--- config.mk ---
export PLATFORM = sky130hd
export DESIGN_NAME = flex_sensor_tone_conditioner_flat
export DESIGN_NICKNAME = d
export VERILOG_FILES = /design/src/sv/fst_pkg.sv /design/src/sv/fst_if.sv /design/src/sv/flex_sensor_tone_conditioner.sv /design/src/sv/fst_ram.sv /design/src/sv/fst_serial_alu.sv /design/src/flat_wrapper.sv
export SDC_FILE = /design/constraint.sdc
export NUM_CORES = 1
export LEC_CHECK = 0
export BUFFER_PORTS_ARGS = -buffer_cell sky130_fd_sc_hd__buf_2
export CAP_MARGIN = 10
export CELL_PAD_IN_SITES_DETAIL_PLACEMENT = 1
export CELL_PAD_IN_SITES_GLOBAL_PLACEMENT = 2
export CORE_MARGIN = 2
export CORE_UTILIZATION = 30
export DETAILED_ROUTE_END_ITERATION = 7
export PLACE_DENSITY_LB_ADDON = 0.1
export SLEW_MARGIN = 5
export SYNTH_ARGS = -nofsm -noshare
export SYNTH_HDL_FRONTEND = slang
export SYNTH_SLANG_ARGS = --single-unit
--- constraint.sdc ---
create_clock -name clk -period 5.37 [get_ports clk]
set_input_delay 0.537 -clock clk [delete_from_list [all_inputs] [get_ports clk]]
set_output_delay 0.537 -clock clk [all_outputs]
set_load 0.01 [all_outputs]
--- src/sv/fst_pkg.sv ---
// shared types and constants of the flex sensor tone conditioner
`timescale 1ns / 1ps
`default_nettype none
package fst_pkg;

	// field widths
	localparam int LVL_W   = 10;
	localparam int FREQ_W  = 10;
	localparam int THR_W   = 10;
	localparam int PLAY_W  = 16;
	localparam int TIMER_W = 17;
	localparam int DATA_W  = 32;
	localparam int ADDR_W  = 4;

	// serial arithmetic unit
	localparam int SR_W      = 25;
	localparam int ACC_W     = 22;
	localparam int REM_W     = 10;
	localparam int CNT_W     = 5;
	localparam int FRAC_W    = 16;
	localparam int MUL_STEPS = 20;
	localparam int PROD_LOW  = MUL_STEPS - FRAC_W;
	localparam int PROD_W    = ACC_W + PROD_LOW;
	localparam int V_SHIFT   = SR_W - LVL_W;
	localparam int V_W       = 18;
	localparam int VSQ_W     = 20;
	localparam int LIN_W     = 24;
	localparam int SQ_W      = 25;
	localparam int ANGLE_W   = 28;
	localparam int SCALED_W  = 32;

	// level * 3.3 / 1023 in Q16 reduces to (level << 15) / 155
	localparam logic [ACC_W-1:0]   V_DIVISOR  = ACC_W'(155);
	localparam logic [ACC_W-1:0]   COEF_LIN   = ACC_W'(3624141);
	localparam logic [ACC_W-1:0]   COEF_SQ    = ACC_W'(2614886);
	localparam logic [ANGLE_W-1:0] COEF_CONST = ANGLE_W'(4672717);
	localparam logic [SCALED_W-1:0] FREQ_SCALE = SCALED_W'(980 / 90);
	localparam logic [FREQ_W-1:0]  FREQ_MAX   = '1;
	localparam logic [TIMER_W-1:0] TIMER_MAX  = '1;

	// configuration registers
	localparam logic [1:0] REG_NOISE = 2'd0;
	localparam logic [1:0] REG_PIEZO = 2'd1;
	localparam logic [1:0] REG_PLAY  = 2'd2;

	localparam logic [THR_W-1:0]  NOISE_RST = THR_W'(10);
	localparam logic [THR_W-1:0]  PIEZO_RST = THR_W'(150);
	localparam logic [PLAY_W-1:0] PLAY_RST  = PLAY_W'(250);

	typedef enum logic [1:0] {
		ALU_HOLD,
		ALU_LOAD,
		ALU_DIV,
		ALU_MUL
	} alu_op_t;

	typedef struct packed {
		alu_op_t           op;
		logic [SR_W-1:0]   sr_init;
		logic [ACC_W-1:0]  operand;
	} alu_cmd_t;

	typedef struct packed {
		logic [ACC_W-1:0] acc;
		logic [SR_W-1:0]  sr;
	} alu_res_t;

	typedef enum logic [3:0] {
		ST_IDLE,
		ST_SUM,
		ST_AVG,
		ST_HOLD,
		ST_VDIV,
		ST_SQ_LOAD,
		ST_SQ_MUL,
		ST_LIN_LOAD,
		ST_LIN_MUL,
		ST_PROD_LOAD,
		ST_PROD_MUL,
		ST_FREQ
	} state_t;

endpackage
`default_nettype wire

--- src/sv/fst_if.sv ---
// input and result channel interfaces
`timescale 1ns / 1ps
`default_nettype none
interface fst_in_if;
	logic       valid;
	logic       ready;
	logic [9:0] flex_sample;
	logic [9:0] piezo_sample;

	modport source (output valid, output flex_sample, output piezo_sample, input ready);
	modport sink (input valid, input flex_sample, input piezo_sample, output ready);
endinterface

interface fst_out_if;
	logic       valid;
	logic       ready;
	logic [9:0] held_level;
	logic [9:0] tone_frequency_now;
	logic       tone_active;
	logic [9:0] tone_frequency_set;

	modport source (output valid, output held_level, output tone_frequency_now,
		output tone_active, output tone_frequency_set, input ready);
	modport sink (input valid, input held_level, input tone_frequency_now,
		input tone_active, input tone_frequency_set, output ready);
endinterface
`default_nettype wire

--- src/sv/flex_sensor_tone_conditioner.sv ---
// top level: moving average deadband, angle polynomial and tap-driven tone control
//
//  channel   | dir | payload                                              | transfer
//  samples   | in  | flex_sample, piezo_sample                            | valid & ready
//  results   | out | held_level, tone_frequency_now, tone_active,         | valid & ready
//            |     | tone_frequency_set                                   |
//  apb       | in  | paddr, pwdata -> noise/piezo threshold, play time    | psel&penable&pwrite
//
// one item occupies the block until the bit-serial unit has run all of its steps: window
// average division over SUM_W = 10 + clog2(WINDOW_DEPTH) bits, level scaling division
// and three 20-step multiplies, one bit per cycle; no new sample is taken until then.
// reset clears the window by a wrapped flag; no clearing pass is needed.
// a finished result waits in the output register while the next item is taken;
// the block stalls at its last step only if that register is still full.
`timescale 1ns / 1ps
`default_nettype none
module flex_sensor_tone_conditioner
	import fst_pkg::*;
#(
	parameter int WINDOW_DEPTH = 16
) (
	input  wire logic              clk,
	input  wire logic              arst_n,
	fst_in_if.sink                 samples,
	fst_out_if.source              results,
	input  wire logic              psel,
	input  wire logic              penable,
	input  wire logic              pwrite,
	input  wire logic [ADDR_W-1:0] paddr,
	input  wire logic [DATA_W-1:0] pwdata,
	output logic      [DATA_W-1:0] prdata,
	output logic                   pready
);
	localparam int PTR_W = $clog2(WINDOW_DEPTH);
	localparam int SUM_W = LVL_W + $clog2(WINDOW_DEPTH);

	state_t st_q, st_next;

	logic [THR_W-1:0]   noise_q;
	logic [THR_W-1:0]   piezo_thr_q;
	logic [PLAY_W-1:0]  play_q;

	logic [PTR_W-1:0]   ptr_q;
	logic               wrapped_q;
	logic [SUM_W-1:0]   sum_q;
	logic [LVL_W-1:0]   level_q;
	logic [TIMER_W-1:0] timer_q;
	logic               tone_q;
	logic [FREQ_W-1:0]  latched_q;
	logic [CNT_W-1:0]   cnt_q;

	logic [LVL_W-1:0]   flex_q;
	logic [LVL_W-1:0]   piezo_q;
	logic [V_W-1:0]     v_q;
	logic [VSQ_W-1:0]   vsq_q;
	logic [LIN_W-1:0]   lin_q;

	logic               out_valid_q;
	logic [LVL_W-1:0]   out_level_q;
	logic [FREQ_W-1:0]  out_freq_q;
	logic               out_tone_q;
	logic [FREQ_W-1:0]  out_set_q;

	logic [LVL_W-1:0]   ram_rdata;
	logic               ram_we;
	alu_cmd_t           alu_cmd;
	alu_res_t           alu_res;

	logic [LVL_W-1:0]   old_sample;
	logic [SUM_W-1:0]   new_sum;
	logic [LVL_W-1:0]   avg;
	logic [LVL_W-1:0]   diff;
	logic [LVL_W-1:0]   new_level;
	logic [PROD_W-1:0]  prod16;
	logic [ANGLE_W-1:0] angle;
	logic               angle_pos;
	logic [SCALED_W-1:0] scaled;
	logic [15:0]        freq_raw;
	logic [FREQ_W-1:0]  freq_now;
	logic               tap;
	logic [TIMER_W-1:0] timer_base;
	logic               out_free;
	logic               finish;
	logic               cfg_wr;

	fst_ram #(
		.WIDTH(LVL_W),
		.DEPTH(WINDOW_DEPTH)
	) u_window (
		.clk  (clk),
		.we   (ram_we),
		.waddr(ptr_q),
		.wdata(flex_q),
		.raddr(ptr_q),
		.rdata(ram_rdata)
	);

	fst_serial_alu u_alu (
		.clk(clk),
		.cmd(alu_cmd),
		.res(alu_res)
	);

	// configuration port
	assign pready = 1'b1;
	assign cfg_wr = psel && penable && pwrite;

	always_ff @(posedge clk or negedge arst_n) begin
		if (!arst_n) begin
			noise_q     <= NOISE_RST;
			piezo_thr_q <= PIEZO_RST;
			play_q      <= PLAY_RST;
		end else if (cfg_wr) begin
			unique case (paddr[3:2])
				REG_NOISE: noise_q     <= pwdata[THR_W-1:0];
				REG_PIEZO: piezo_thr_q <= pwdata[THR_W-1:0];
				REG_PLAY:  play_q      <= pwdata[PLAY_W-1:0];
				default: begin
				end
			endcase
		end
	end

	always_comb begin
		unique case (paddr[3:2])
			REG_NOISE: prdata = DATA_W'(noise_q);
			REG_PIEZO: prdata = DATA_W'(piezo_thr_q);
			REG_PLAY:  prdata = DATA_W'(play_q);
			default:   prdata = '0;
		endcase
	end

	// datapath
	assign old_sample = wrapped_q ? ram_rdata : '0;
	assign new_sum    = sum_q - SUM_W'(old_sample) + SUM_W'(flex_q);
	assign avg        = alu_res.sr[LVL_W-1:0];
	assign diff       = (avg >= level_q) ? avg - level_q : level_q - avg;
	assign new_level  = (diff >= noise_q) ? avg : level_q;
	assign prod16     = {alu_res.acc, alu_res.sr[SR_W-1 -: PROD_LOW]};
	assign angle      = COEF_CONST + ANGLE_W'(lin_q) - ANGLE_W'(prod16[SQ_W-1:0]);
	assign angle_pos  = !angle[ANGLE_W-1] && (angle != '0);
	assign scaled     = SCALED_W'(angle[ANGLE_W-2:0]) * FREQ_SCALE;
	assign freq_raw   = scaled[SCALED_W-1:FRAC_W];
	assign freq_now   = !angle_pos ? '0 :
		(freq_raw > 16'(FREQ_MAX)) ? FREQ_MAX : freq_raw[FREQ_W-1:0];
	assign tap        = piezo_q > piezo_thr_q;
	assign timer_base = tap ? '0 : timer_q;
	assign out_free   = !out_valid_q || results.ready;
	assign finish     = (st_q == ST_FREQ) && out_free;

	// next state
	always_comb begin
		st_next = st_q;
		unique case (st_q)
			ST_IDLE:      if (samples.valid) st_next = ST_SUM;
			ST_SUM:       st_next = ST_AVG;
			ST_AVG:       if (cnt_q == CNT_W'(1)) st_next = ST_HOLD;
			ST_HOLD:      st_next = ST_VDIV;
			ST_VDIV:      if (cnt_q == CNT_W'(1)) st_next = ST_SQ_LOAD;
			ST_SQ_LOAD:   st_next = ST_SQ_MUL;
			ST_SQ_MUL:    if (cnt_q == CNT_W'(1)) st_next = ST_LIN_LOAD;
			ST_LIN_LOAD:  st_next = ST_LIN_MUL;
			ST_LIN_MUL:   if (cnt_q == CNT_W'(1)) st_next = ST_PROD_LOAD;
			ST_PROD_LOAD: st_next = ST_PROD_MUL;
			ST_PROD_MUL:  if (cnt_q == CNT_W'(1)) st_next = ST_FREQ;
			ST_FREQ:      if (out_free) st_next = ST_IDLE;
			default:      st_next = ST_IDLE;
		endcase
	end

	// state outputs
	always_comb begin
		samples.ready   = 1'b0;
		ram_we          = 1'b0;
		alu_cmd.op      = ALU_HOLD;
		alu_cmd.sr_init = '0;
		alu_cmd.operand = '0;
		unique case (st_q)
			ST_IDLE: samples.ready = 1'b1;
			ST_SUM: begin
				ram_we          = 1'b1;
				alu_cmd.op      = ALU_LOAD;
				alu_cmd.sr_init = {new_sum, {(SR_W - SUM_W){1'b0}}};
				alu_cmd.operand = ACC_W'(WINDOW_DEPTH);
			end
			ST_AVG, ST_VDIV: alu_cmd.op = ALU_DIV;
			ST_HOLD: begin
				alu_cmd.op      = ALU_LOAD;
				alu_cmd.sr_init = {new_level, {V_SHIFT{1'b0}}};
				alu_cmd.operand = V_DIVISOR;
			end
			ST_SQ_LOAD: begin
				alu_cmd.op      = ALU_LOAD;
				alu_cmd.sr_init = SR_W'(alu_res.sr[V_W-1:0]);
				alu_cmd.operand = ACC_W'(alu_res.sr[V_W-1:0]);
			end
			ST_LIN_LOAD: begin
				alu_cmd.op      = ALU_LOAD;
				alu_cmd.sr_init = SR_W'(v_q);
				alu_cmd.operand = COEF_LIN;
			end
			ST_PROD_LOAD: begin
				alu_cmd.op      = ALU_LOAD;
				alu_cmd.sr_init = SR_W'(vsq_q);
				alu_cmd.operand = COEF_SQ;
			end
			ST_SQ_MUL, ST_LIN_MUL, ST_PROD_MUL: alu_cmd.op = ALU_MUL;
			ST_FREQ: begin
			end
			default: begin
			end
		endcase
	end

	// control state
	always_ff @(posedge clk or negedge arst_n) begin
		if (!arst_n) begin
			st_q        <= ST_IDLE;
			ptr_q       <= '0;
			wrapped_q   <= 1'b0;
			sum_q       <= '0;
			level_q     <= '0;
			timer_q     <= '0;
			tone_q      <= 1'b0;
			latched_q   <= '0;
			cnt_q       <= '0;
			out_valid_q <= 1'b0;
		end else begin
			st_q <= st_next;
			unique case (st_q)
				ST_SUM: begin
					sum_q <= new_sum;
					cnt_q <= CNT_W'(SUM_W);
					if (ptr_q == PTR_W'(WINDOW_DEPTH - 1)) begin
						ptr_q     <= '0;
						wrapped_q <= 1'b1;
					end else begin
						ptr_q <= ptr_q + PTR_W'(1);
					end
				end
				ST_HOLD: begin
					level_q <= new_level;
					cnt_q   <= CNT_W'(SR_W);
				end
				ST_SQ_LOAD, ST_LIN_LOAD, ST_PROD_LOAD: cnt_q <= CNT_W'(MUL_STEPS);
				ST_AVG, ST_VDIV, ST_SQ_MUL, ST_LIN_MUL, ST_PROD_MUL: cnt_q <= cnt_q - CNT_W'(1);
				ST_IDLE, ST_FREQ: begin
				end
				default: begin
				end
			endcase
			if (finish) begin
				if (tap) begin
					tone_q    <= 1'b1;
					latched_q <= freq_now;
				end else if (timer_q > TIMER_W'(play_q)) begin
					tone_q <= 1'b0;
				end
				if (timer_base != TIMER_MAX) begin
					timer_q <= timer_base + TIMER_W'(1);
				end else begin
					timer_q <= timer_base;
				end
			end
			if (finish) begin
				out_valid_q <= 1'b1;
			end else if (results.ready) begin
				out_valid_q <= 1'b0;
			end
		end
	end

	// payload registers
	always_ff @(posedge clk) begin
		if (samples.valid && samples.ready) begin
			flex_q  <= samples.flex_sample;
			piezo_q <= samples.piezo_sample;
		end
		if (st_q == ST_SQ_LOAD) begin
			v_q <= alu_res.sr[V_W-1:0];
		end
		if (st_q == ST_LIN_LOAD) begin
			vsq_q <= prod16[VSQ_W-1:0];
		end
		if (st_q == ST_PROD_LOAD) begin
			lin_q <= prod16[LIN_W-1:0];
		end
		if (finish) begin
			out_level_q <= level_q;
			out_freq_q  <= freq_now;
			out_tone_q  <= tap || !(timer_q > TIMER_W'(play_q)) ? (tap || tone_q) : 1'b0;
			out_set_q   <= tap ? freq_now : latched_q;
		end
	end

	assign results.valid              = out_valid_q;
	assign results.held_level         = out_level_q;
	assign results.tone_frequency_now = out_freq_q;
	assign results.tone_active        = out_tone_q;
	assign results.tone_frequency_set = out_set_q;

	// checks
	a_cnt_live: assert property (@(posedge clk) disable iff (!arst_n)
		(st_q == ST_AVG || st_q == ST_VDIV || st_q == ST_SQ_MUL ||
		 st_q == ST_LIN_MUL || st_q == ST_PROD_MUL) |-> cnt_q != '0)
		else $error("serial step counter ran out inside a step state");

	a_wrap_sticky: assert property (@(posedge clk) disable iff (!arst_n)
		wrapped_q |=> wrapped_q)
		else $error("window wrapped flag dropped");

	a_ptr_range: assert property (@(posedge clk) disable iff (!arst_n)
		ptr_q <= PTR_W'(WINDOW_DEPTH - 1))
		else $error("window pointer beyond depth");

	a_finish_valid: assert property (@(posedge clk) disable iff (!arst_n)
		finish |=> out_valid_q && st_q == ST_IDLE)
		else $error("finished item did not reach the output register");

	a_no_overwrite: assert property (@(posedge clk) disable iff (!arst_n)
		(st_q == ST_FREQ && out_valid_q && !results.ready) |=> st_q == ST_FREQ)
		else $error("output register overwritten before transfer");
endmodule
`default_nettype wire

--- src/sv/fst_ram.sv ---
// generic single-port-write ram with registered read
`timescale 1ns / 1ps
`default_nettype none
module fst_ram #(
	parameter int WIDTH = 10,
	parameter int DEPTH = 16,
	localparam int AW = $clog2(DEPTH)
) (
	input  wire logic             clk,
	input  wire logic             we,
	input  wire logic [AW-1:0]    waddr,
	input  wire logic [WIDTH-1:0] wdata,
	input  wire logic [AW-1:0]    raddr,
	output logic      [WIDTH-1:0] rdata
);
	logic [WIDTH-1:0] mem [DEPTH];

	always_ff @(posedge clk) begin
		if (we) begin
			mem[waddr] <= wdata;
		end
		rdata <= mem[raddr];
	end
endmodule
`default_nettype wire

--- src/sv/fst_serial_alu.sv ---
// bit-serial shift-add multiplier and restoring divider
`timescale 1ns / 1ps
`default_nettype none
module fst_serial_alu
	import fst_pkg::*;
(
	input  wire logic     clk,
	input  wire alu_cmd_t cmd,
	output alu_res_t      res
);
	logic [ACC_W-1:0] acc_q;
	logic [SR_W-1:0]  sr_q;
	logic [ACC_W-1:0] opnd_q;

	logic [REM_W:0]   rem_sh;
	logic [REM_W:0]   rem_sub;
	logic             rem_ge;
	logic [ACC_W:0]   mul_sum;

	// division: shift one dividend bit into the remainder
	assign rem_sh  = {acc_q[REM_W-1:0], sr_q[SR_W-1]};
	assign rem_ge  = rem_sh >= {1'b0, opnd_q[REM_W-1:0]};
	assign rem_sub = rem_ge ? rem_sh - {1'b0, opnd_q[REM_W-1:0]} : rem_sh;

	// multiplication: lsb first, product shifts right into sr
	assign mul_sum = {1'b0, acc_q} + (sr_q[0] ? {1'b0, opnd_q} : '0);

	always_ff @(posedge clk) begin
		unique case (cmd.op)
			ALU_HOLD: begin
			end
			ALU_LOAD: begin
				acc_q  <= '0;
				sr_q   <= cmd.sr_init;
				opnd_q <= cmd.operand;
			end
			ALU_DIV: begin
				acc_q <= ACC_W'(rem_sub[REM_W-1:0]);
				sr_q  <= {sr_q[SR_W-2:0], rem_ge};
			end
			ALU_MUL: begin
				acc_q <= mul_sum[ACC_W:1];
				sr_q  <= {mul_sum[0], sr_q[SR_W-1:1]};
			end
			default: begin
			end
		endcase
	end

	assign res.acc = acc_q;
	assign res.sr  = sr_q;
endmodule
`default_nettype wire

--- src/flat_wrapper.sv ---
// flat-port wrapper written by rule: the top's interface ports become plain ports
module flex_sensor_tone_conditioner_flat import fst_pkg::*;
#(
	parameter int WINDOW_DEPTH = 16
)
  (clk, arst_n, psel, penable, pwrite, paddr, pwdata, prdata, pready, samples_valid, samples_flex_sample, samples_piezo_sample, samples_ready, results_valid, results_held_level, results_tone_frequency_now, results_tone_active, results_tone_frequency_set, results_ready);
  fst_in_if samples_i ();
  fst_out_if results_i ();
  input  wire logic clk;
  input  wire logic arst_n;
  input  wire logic psel;
  input  wire logic penable;
  input  wire logic pwrite;
  input  wire logic [ADDR_W-1:0] paddr;
  input  wire logic [DATA_W-1:0] pwdata;
  output logic      [DATA_W-1:0] prdata;
  output logic pready;
  input wire logic [$bits(samples_i.valid)-1:0] samples_valid;
  input wire logic [$bits(samples_i.flex_sample)-1:0] samples_flex_sample;
  input wire logic [$bits(samples_i.piezo_sample)-1:0] samples_piezo_sample;
  output wire logic [$bits(samples_i.ready)-1:0] samples_ready;
  output wire logic [$bits(results_i.valid)-1:0] results_valid;
  output wire logic [$bits(results_i.held_level)-1:0] results_held_level;
  output wire logic [$bits(results_i.tone_frequency_now)-1:0] results_tone_frequency_now;
  output wire logic [$bits(results_i.tone_active)-1:0] results_tone_active;
  output wire logic [$bits(results_i.tone_frequency_set)-1:0] results_tone_frequency_set;
  input wire logic [$bits(results_i.ready)-1:0] results_ready;
  assign samples_i.valid = samples_valid;
  assign samples_i.flex_sample = samples_flex_sample;
  assign samples_i.piezo_sample = samples_piezo_sample;
  assign samples_ready = samples_i.ready;
  assign results_valid = results_i.valid;
  assign results_held_level = results_i.held_level;
  assign results_tone_frequency_now = results_i.tone_frequency_now;
  assign results_tone_active = results_i.tone_active;
  assign results_tone_frequency_set = results_i.tone_frequency_set;
  assign results_i.ready = results_ready;
  flex_sensor_tone_conditioner #(.WINDOW_DEPTH(WINDOW_DEPTH)) u_core (.clk(clk), .arst_n(arst_n), .samples(samples_i), .results(results_i), .psel(psel), .penable(penable), .pwrite(pwrite), .paddr(paddr), .pwdata(pwdata), .prdata(prdata), .pready(pready));
endmodule
==> metrics.md <==
| Metric | Value |
|---|---|
| Clock Latency Late Sink | `0.66 ns` |
| # setup viols final | `29` |
| Mapped Area | `0.0251 mm²` |
| Filler Cell Count | `8952` |
| Starting DRT DRC Count | `1157` |
| Post-route setup slack | `-0.181 ns` |
| Via count | `17.4k` |
| I/O pin count | `129` |
| Hold path cells | `1` |
| Total track usage | `17.0%` |
| Initial Util | `30.2%` |
| ANT cells | `0` |
| Synth area leader | `edfxtp_1` |
| Clk pin slew, worst setup/hold paths | `0.06 ns` |
| Multi-input gate area in the final layout | `0.0116 mm²` |
| Most area-consuming cells after synthesis | `edfxtp_1 41%, ha_1 9.7%, dfrtp_1 9.1%, mux4_2 4.6%, inv_1 3.2%` |
| Sequential share of the synthesized area | `51.8%` |
| Initial antenna violation count | `2` |
| FF-to-FF Start | `u_core.u_alu.sr_q[22]` |
| Grt ovf | `0` |
| DP Cell Count | `3396` |
| Layout area overhead | `22.5%` |
| Top-count cell post-synth | `edfxtp_1` |
| First-pass GRT wire length | `114 mm` |
| Rel. slew slack | `22.1%` |
| Core Region | `0.0832 mm²` |
| CTS tree | `built` |
| Final count of hold timing violations | `0` |
| Width of the chip | `293 µm` |
| Ys async rst share | `22.7%` |
| Period minus WS final | `5.55 ns` |
| Synthesized area per cell | `11.9 µm²` |
| Synth warnings | `0` |
| FF+latch area | `0.0130 mm²` |
| Worst Min Path Start | `samples_flex_sample[7]` |
| Max Root-Sink Buffers | `3` |
| Outcome | `complete, but fails checks` |
| Crit Path Max Fanout | `5` |
| Unrepaired setup endpoints after global routing | `true` |
| HP Class | `input port to flip-flop` |
| Final #Nets | `2678` |
| EDFF count, synth | `340` |
| Total CTS buffers | `54` |
| Residual DRC | `0` |
| Data arrival time of the worst path | `5.89 ns` |
| FF+latch count, synth | `453` |
| H-tree depth | `2` |
| Hold Path End | `u_core.flex_q[7]` |
| Total wire length | `72.7 mm` |
| Dpl ws | `-0.422 ns` |
| Final Max Slew Viols | `0` |
| Maximum Capacitance Violations | `0` |
| Die Area | `0.0860 mm²` |
| Final Cycle Share | `103%` |
| Wire per inst | `20.6 µm` |
| Crit path kind | `flip-flop to flip-flop` |
| Worst clock skew | `0.0714 ns` |
| Site Rows | `106` |
| CP Data Required Time | `5.71 ns` |
| FF-to-FF End | `u_core.results.tone_frequency_set[7]` |
| Largest net degree at the start of global routing | `46` |
| CTS Sinks | `453` |
| Synth unique cells | `79` |
| Post-DP HPWL | `53.7 mm` |
| Top cells by count, synth | `340 x edfxtp_1, 211 x inv_1, 194 x ha_1, 151 x nand2_1, 117 x o21ai_0` |
| Die height | `293 µm` |
| Placer Congestion | `0.788` |
| Startpoint types | `flip-flop` |
| Top FF cell, synth | `edfxtp_1` |
| Fmax | `180 MHz` |
| Port buffer count | `93` |
| R2R cell count | `24` |
| Vias in the first global route | `18.9k` |
| Root Buffer | `clkbuf_16` |
| Share of cells above drive strength 1 | `23.9%` |
| Worst-Margin Slew | `1.17 ns` |
| Synth top area share | `40.7%` |
| Setup TNS | `-2.89 ns` |
| Antenna Violating Nets Remaining | `0` |
| DR pass1 iterations | `8` |
| Reg2reg setup slack | `-0.18 ns` |
| Final Non-Filler Cells | `3528` |
| Endpoint type of the worst setup path | `flip-flop` |
| Syn Inst Count | `2115` |
| Vias per Instance | `4.94` |
| Failing checks | `negative setup slack` |
==> sequential cells by signal, indices dropped and copies added (netlist names), 10 cells and up <==
signal and flops:
u_core.u_window.mem 160, u_core.u_alu.sr_q 25, u_core.lin_q 24, u_core.u_alu.acc_q 22, u_core.u_alu.opnd_q 20, u_core.vsq_q 20
u_core.v_q 18, u_core.timer_q 17, u_core.play_q 16, u_core.sum_q 14, u_core.flex_q 10, u_core.latched_q 10
u_core.level_q 10, u_core.noise_q 10, u_core.piezo_q 10, u_core.piezo_thr_q 10, u_core.results.held_level 10, u_core.results.tone_frequency_now 10
u_core.results.tone_frequency_set 10, u_core.u_window.rdata 10
==> routing by layer <==
metal	vias to the layer above	routed length [µm]	track usage, %	share of wire [%]
met2	273	34800	28.9	48
met5	-	0	0	0
met3	81	2270	2.00	3.1
met4	0	1580	4.23	2.2
met1	8725	34000	23.2	47
li1	8350	-	-	-
==> cells by family (layout without fill, tap and decap cells) <==
logic type                 after synthesis  count (layout)  share of synthesized area [%]
and+or+nand+nor                        479             479                           9.31
AOI/OAI and AO/OA                      460             460                           12.4
DFF                                    453             453                           51.8
buffers and inverters                  298             616                           4.71
adders and majority gates              209             209                           10.9
muxes                                  128             128                           7.83
xor gates and xnor gates                86              86                           3.00
other                                    2              17                         0.0299
==> worst max path at each step <==
| stage | start | end | slack [ns] | depth (start not counted) |
|---|---|---|---|---|
| 3_3_place_gp | u_core.u_alu.sr_q[23] | u_core.results.tone_frequency_set[7] | -0.29 | 20 |
| 4_1_cts | u_core.u_alu.sr_q[22] | u_core.results.tone_frequency_set[0] | -0.21 | 22 |
| 6_report | u_core.u_alu.sr_q[22] | u_core.results.tone_frequency_set[7] | -0.18 | 24 |
| 2_1_floorplan | u_core.u_alu.acc_q[8] | u_core.results.tone_frequency_set[6] | 0.005 | 22 |
| 3_5_place_dp | u_core.u_alu.sr_q[23] | u_core.results.tone_frequency_set[7] | -0.42 | 20 |
| 5_1_grt | u_core.u_alu.sr_q[22] | u_core.results.tone_frequency_set[1] | -0.41 | 24 |
==> cell type report <==
type | count | area share, %
flip-flops and latches | 453 | 42.3
multi-input cells | 1379 | 37.8
repair buffers | 307 | 7.07
clock buffers | 76 | 4.89
well taps | 1080 | 4.40
inverters | 211 | 2.58
clock inverters | 22 | 0.961
==> worst max-delay path, stage by stage, from the launching register on <==
cell and delay (ns):
edfxtp_1 0.39, ha_1 0.29, inv_1 0.04, ha_2 0.19, inv_2 0.06, fa_2 0.23, nor2b_4 0.06, o31a_1 0.27
o311a_1 0.34, or2_0 0.21, a311o_2 0.39, xnor2_2 0.15, ha_1 0.33, a21o_1 0.19, a211oi_2 0.25, o22ai_2 0.11
o21ba_4 0.25, o22ai_4 0.08, o21a_1 0.19, a221o_1 0.35, a221oi_4 0.29, buf_6 0.16, buf_12 0.13, a21oi_4 0.06
mux2_4 0.26
==> layout by cell type, fill, tap and decap left out, types with 17 or more instances in the layout <==
master and instances:
mux4_2 51, clkbuf_16 54, xor2_1 32, and3_1 17, nand4_1 22, inv_1 209
xnor2_1 49, and2_1 38, dfrtp_1 90, buf_4 202, a21o_1 53, a222oi_1 21
conb_1 17, buf_2 92, nor2b_1 17, a21oi_1 88, ha_1 176, nand3_1 24
nand2_1 149, o21ai_0 116, edfxtp_1 340, nor3_1 27, mux2_4 20, mux2i_1 40
nor2_1 98
==> what timing repair did <==
action	in CTS	in global routing
hold buffers	1	0
resized for setup	54	32
hold endpoints to repair	15	0
buffers inserted	20	12
gates cloned	2	0
pin swaps	28	35
setup endpoints to repair	30	33
==> metrics by stage <==
step / instance area (µm²) / utilization [%] / hold WS, ns
after floorplan: 25300 / - / 0.241
after global placement: 28200 / 33.9 / 0.423
after detailed placement: 28200 / 33.9 / 0.422
after CTS: 30500 / 36.6 / 0.00851
after global routing: 30700 / 37.0 / 0.0169
final: 30700 / 37.0 / 0.0500
Power is not shown: default switching activity piles up to over one toggle a cycle in this logic, so the estimate is an artifact.
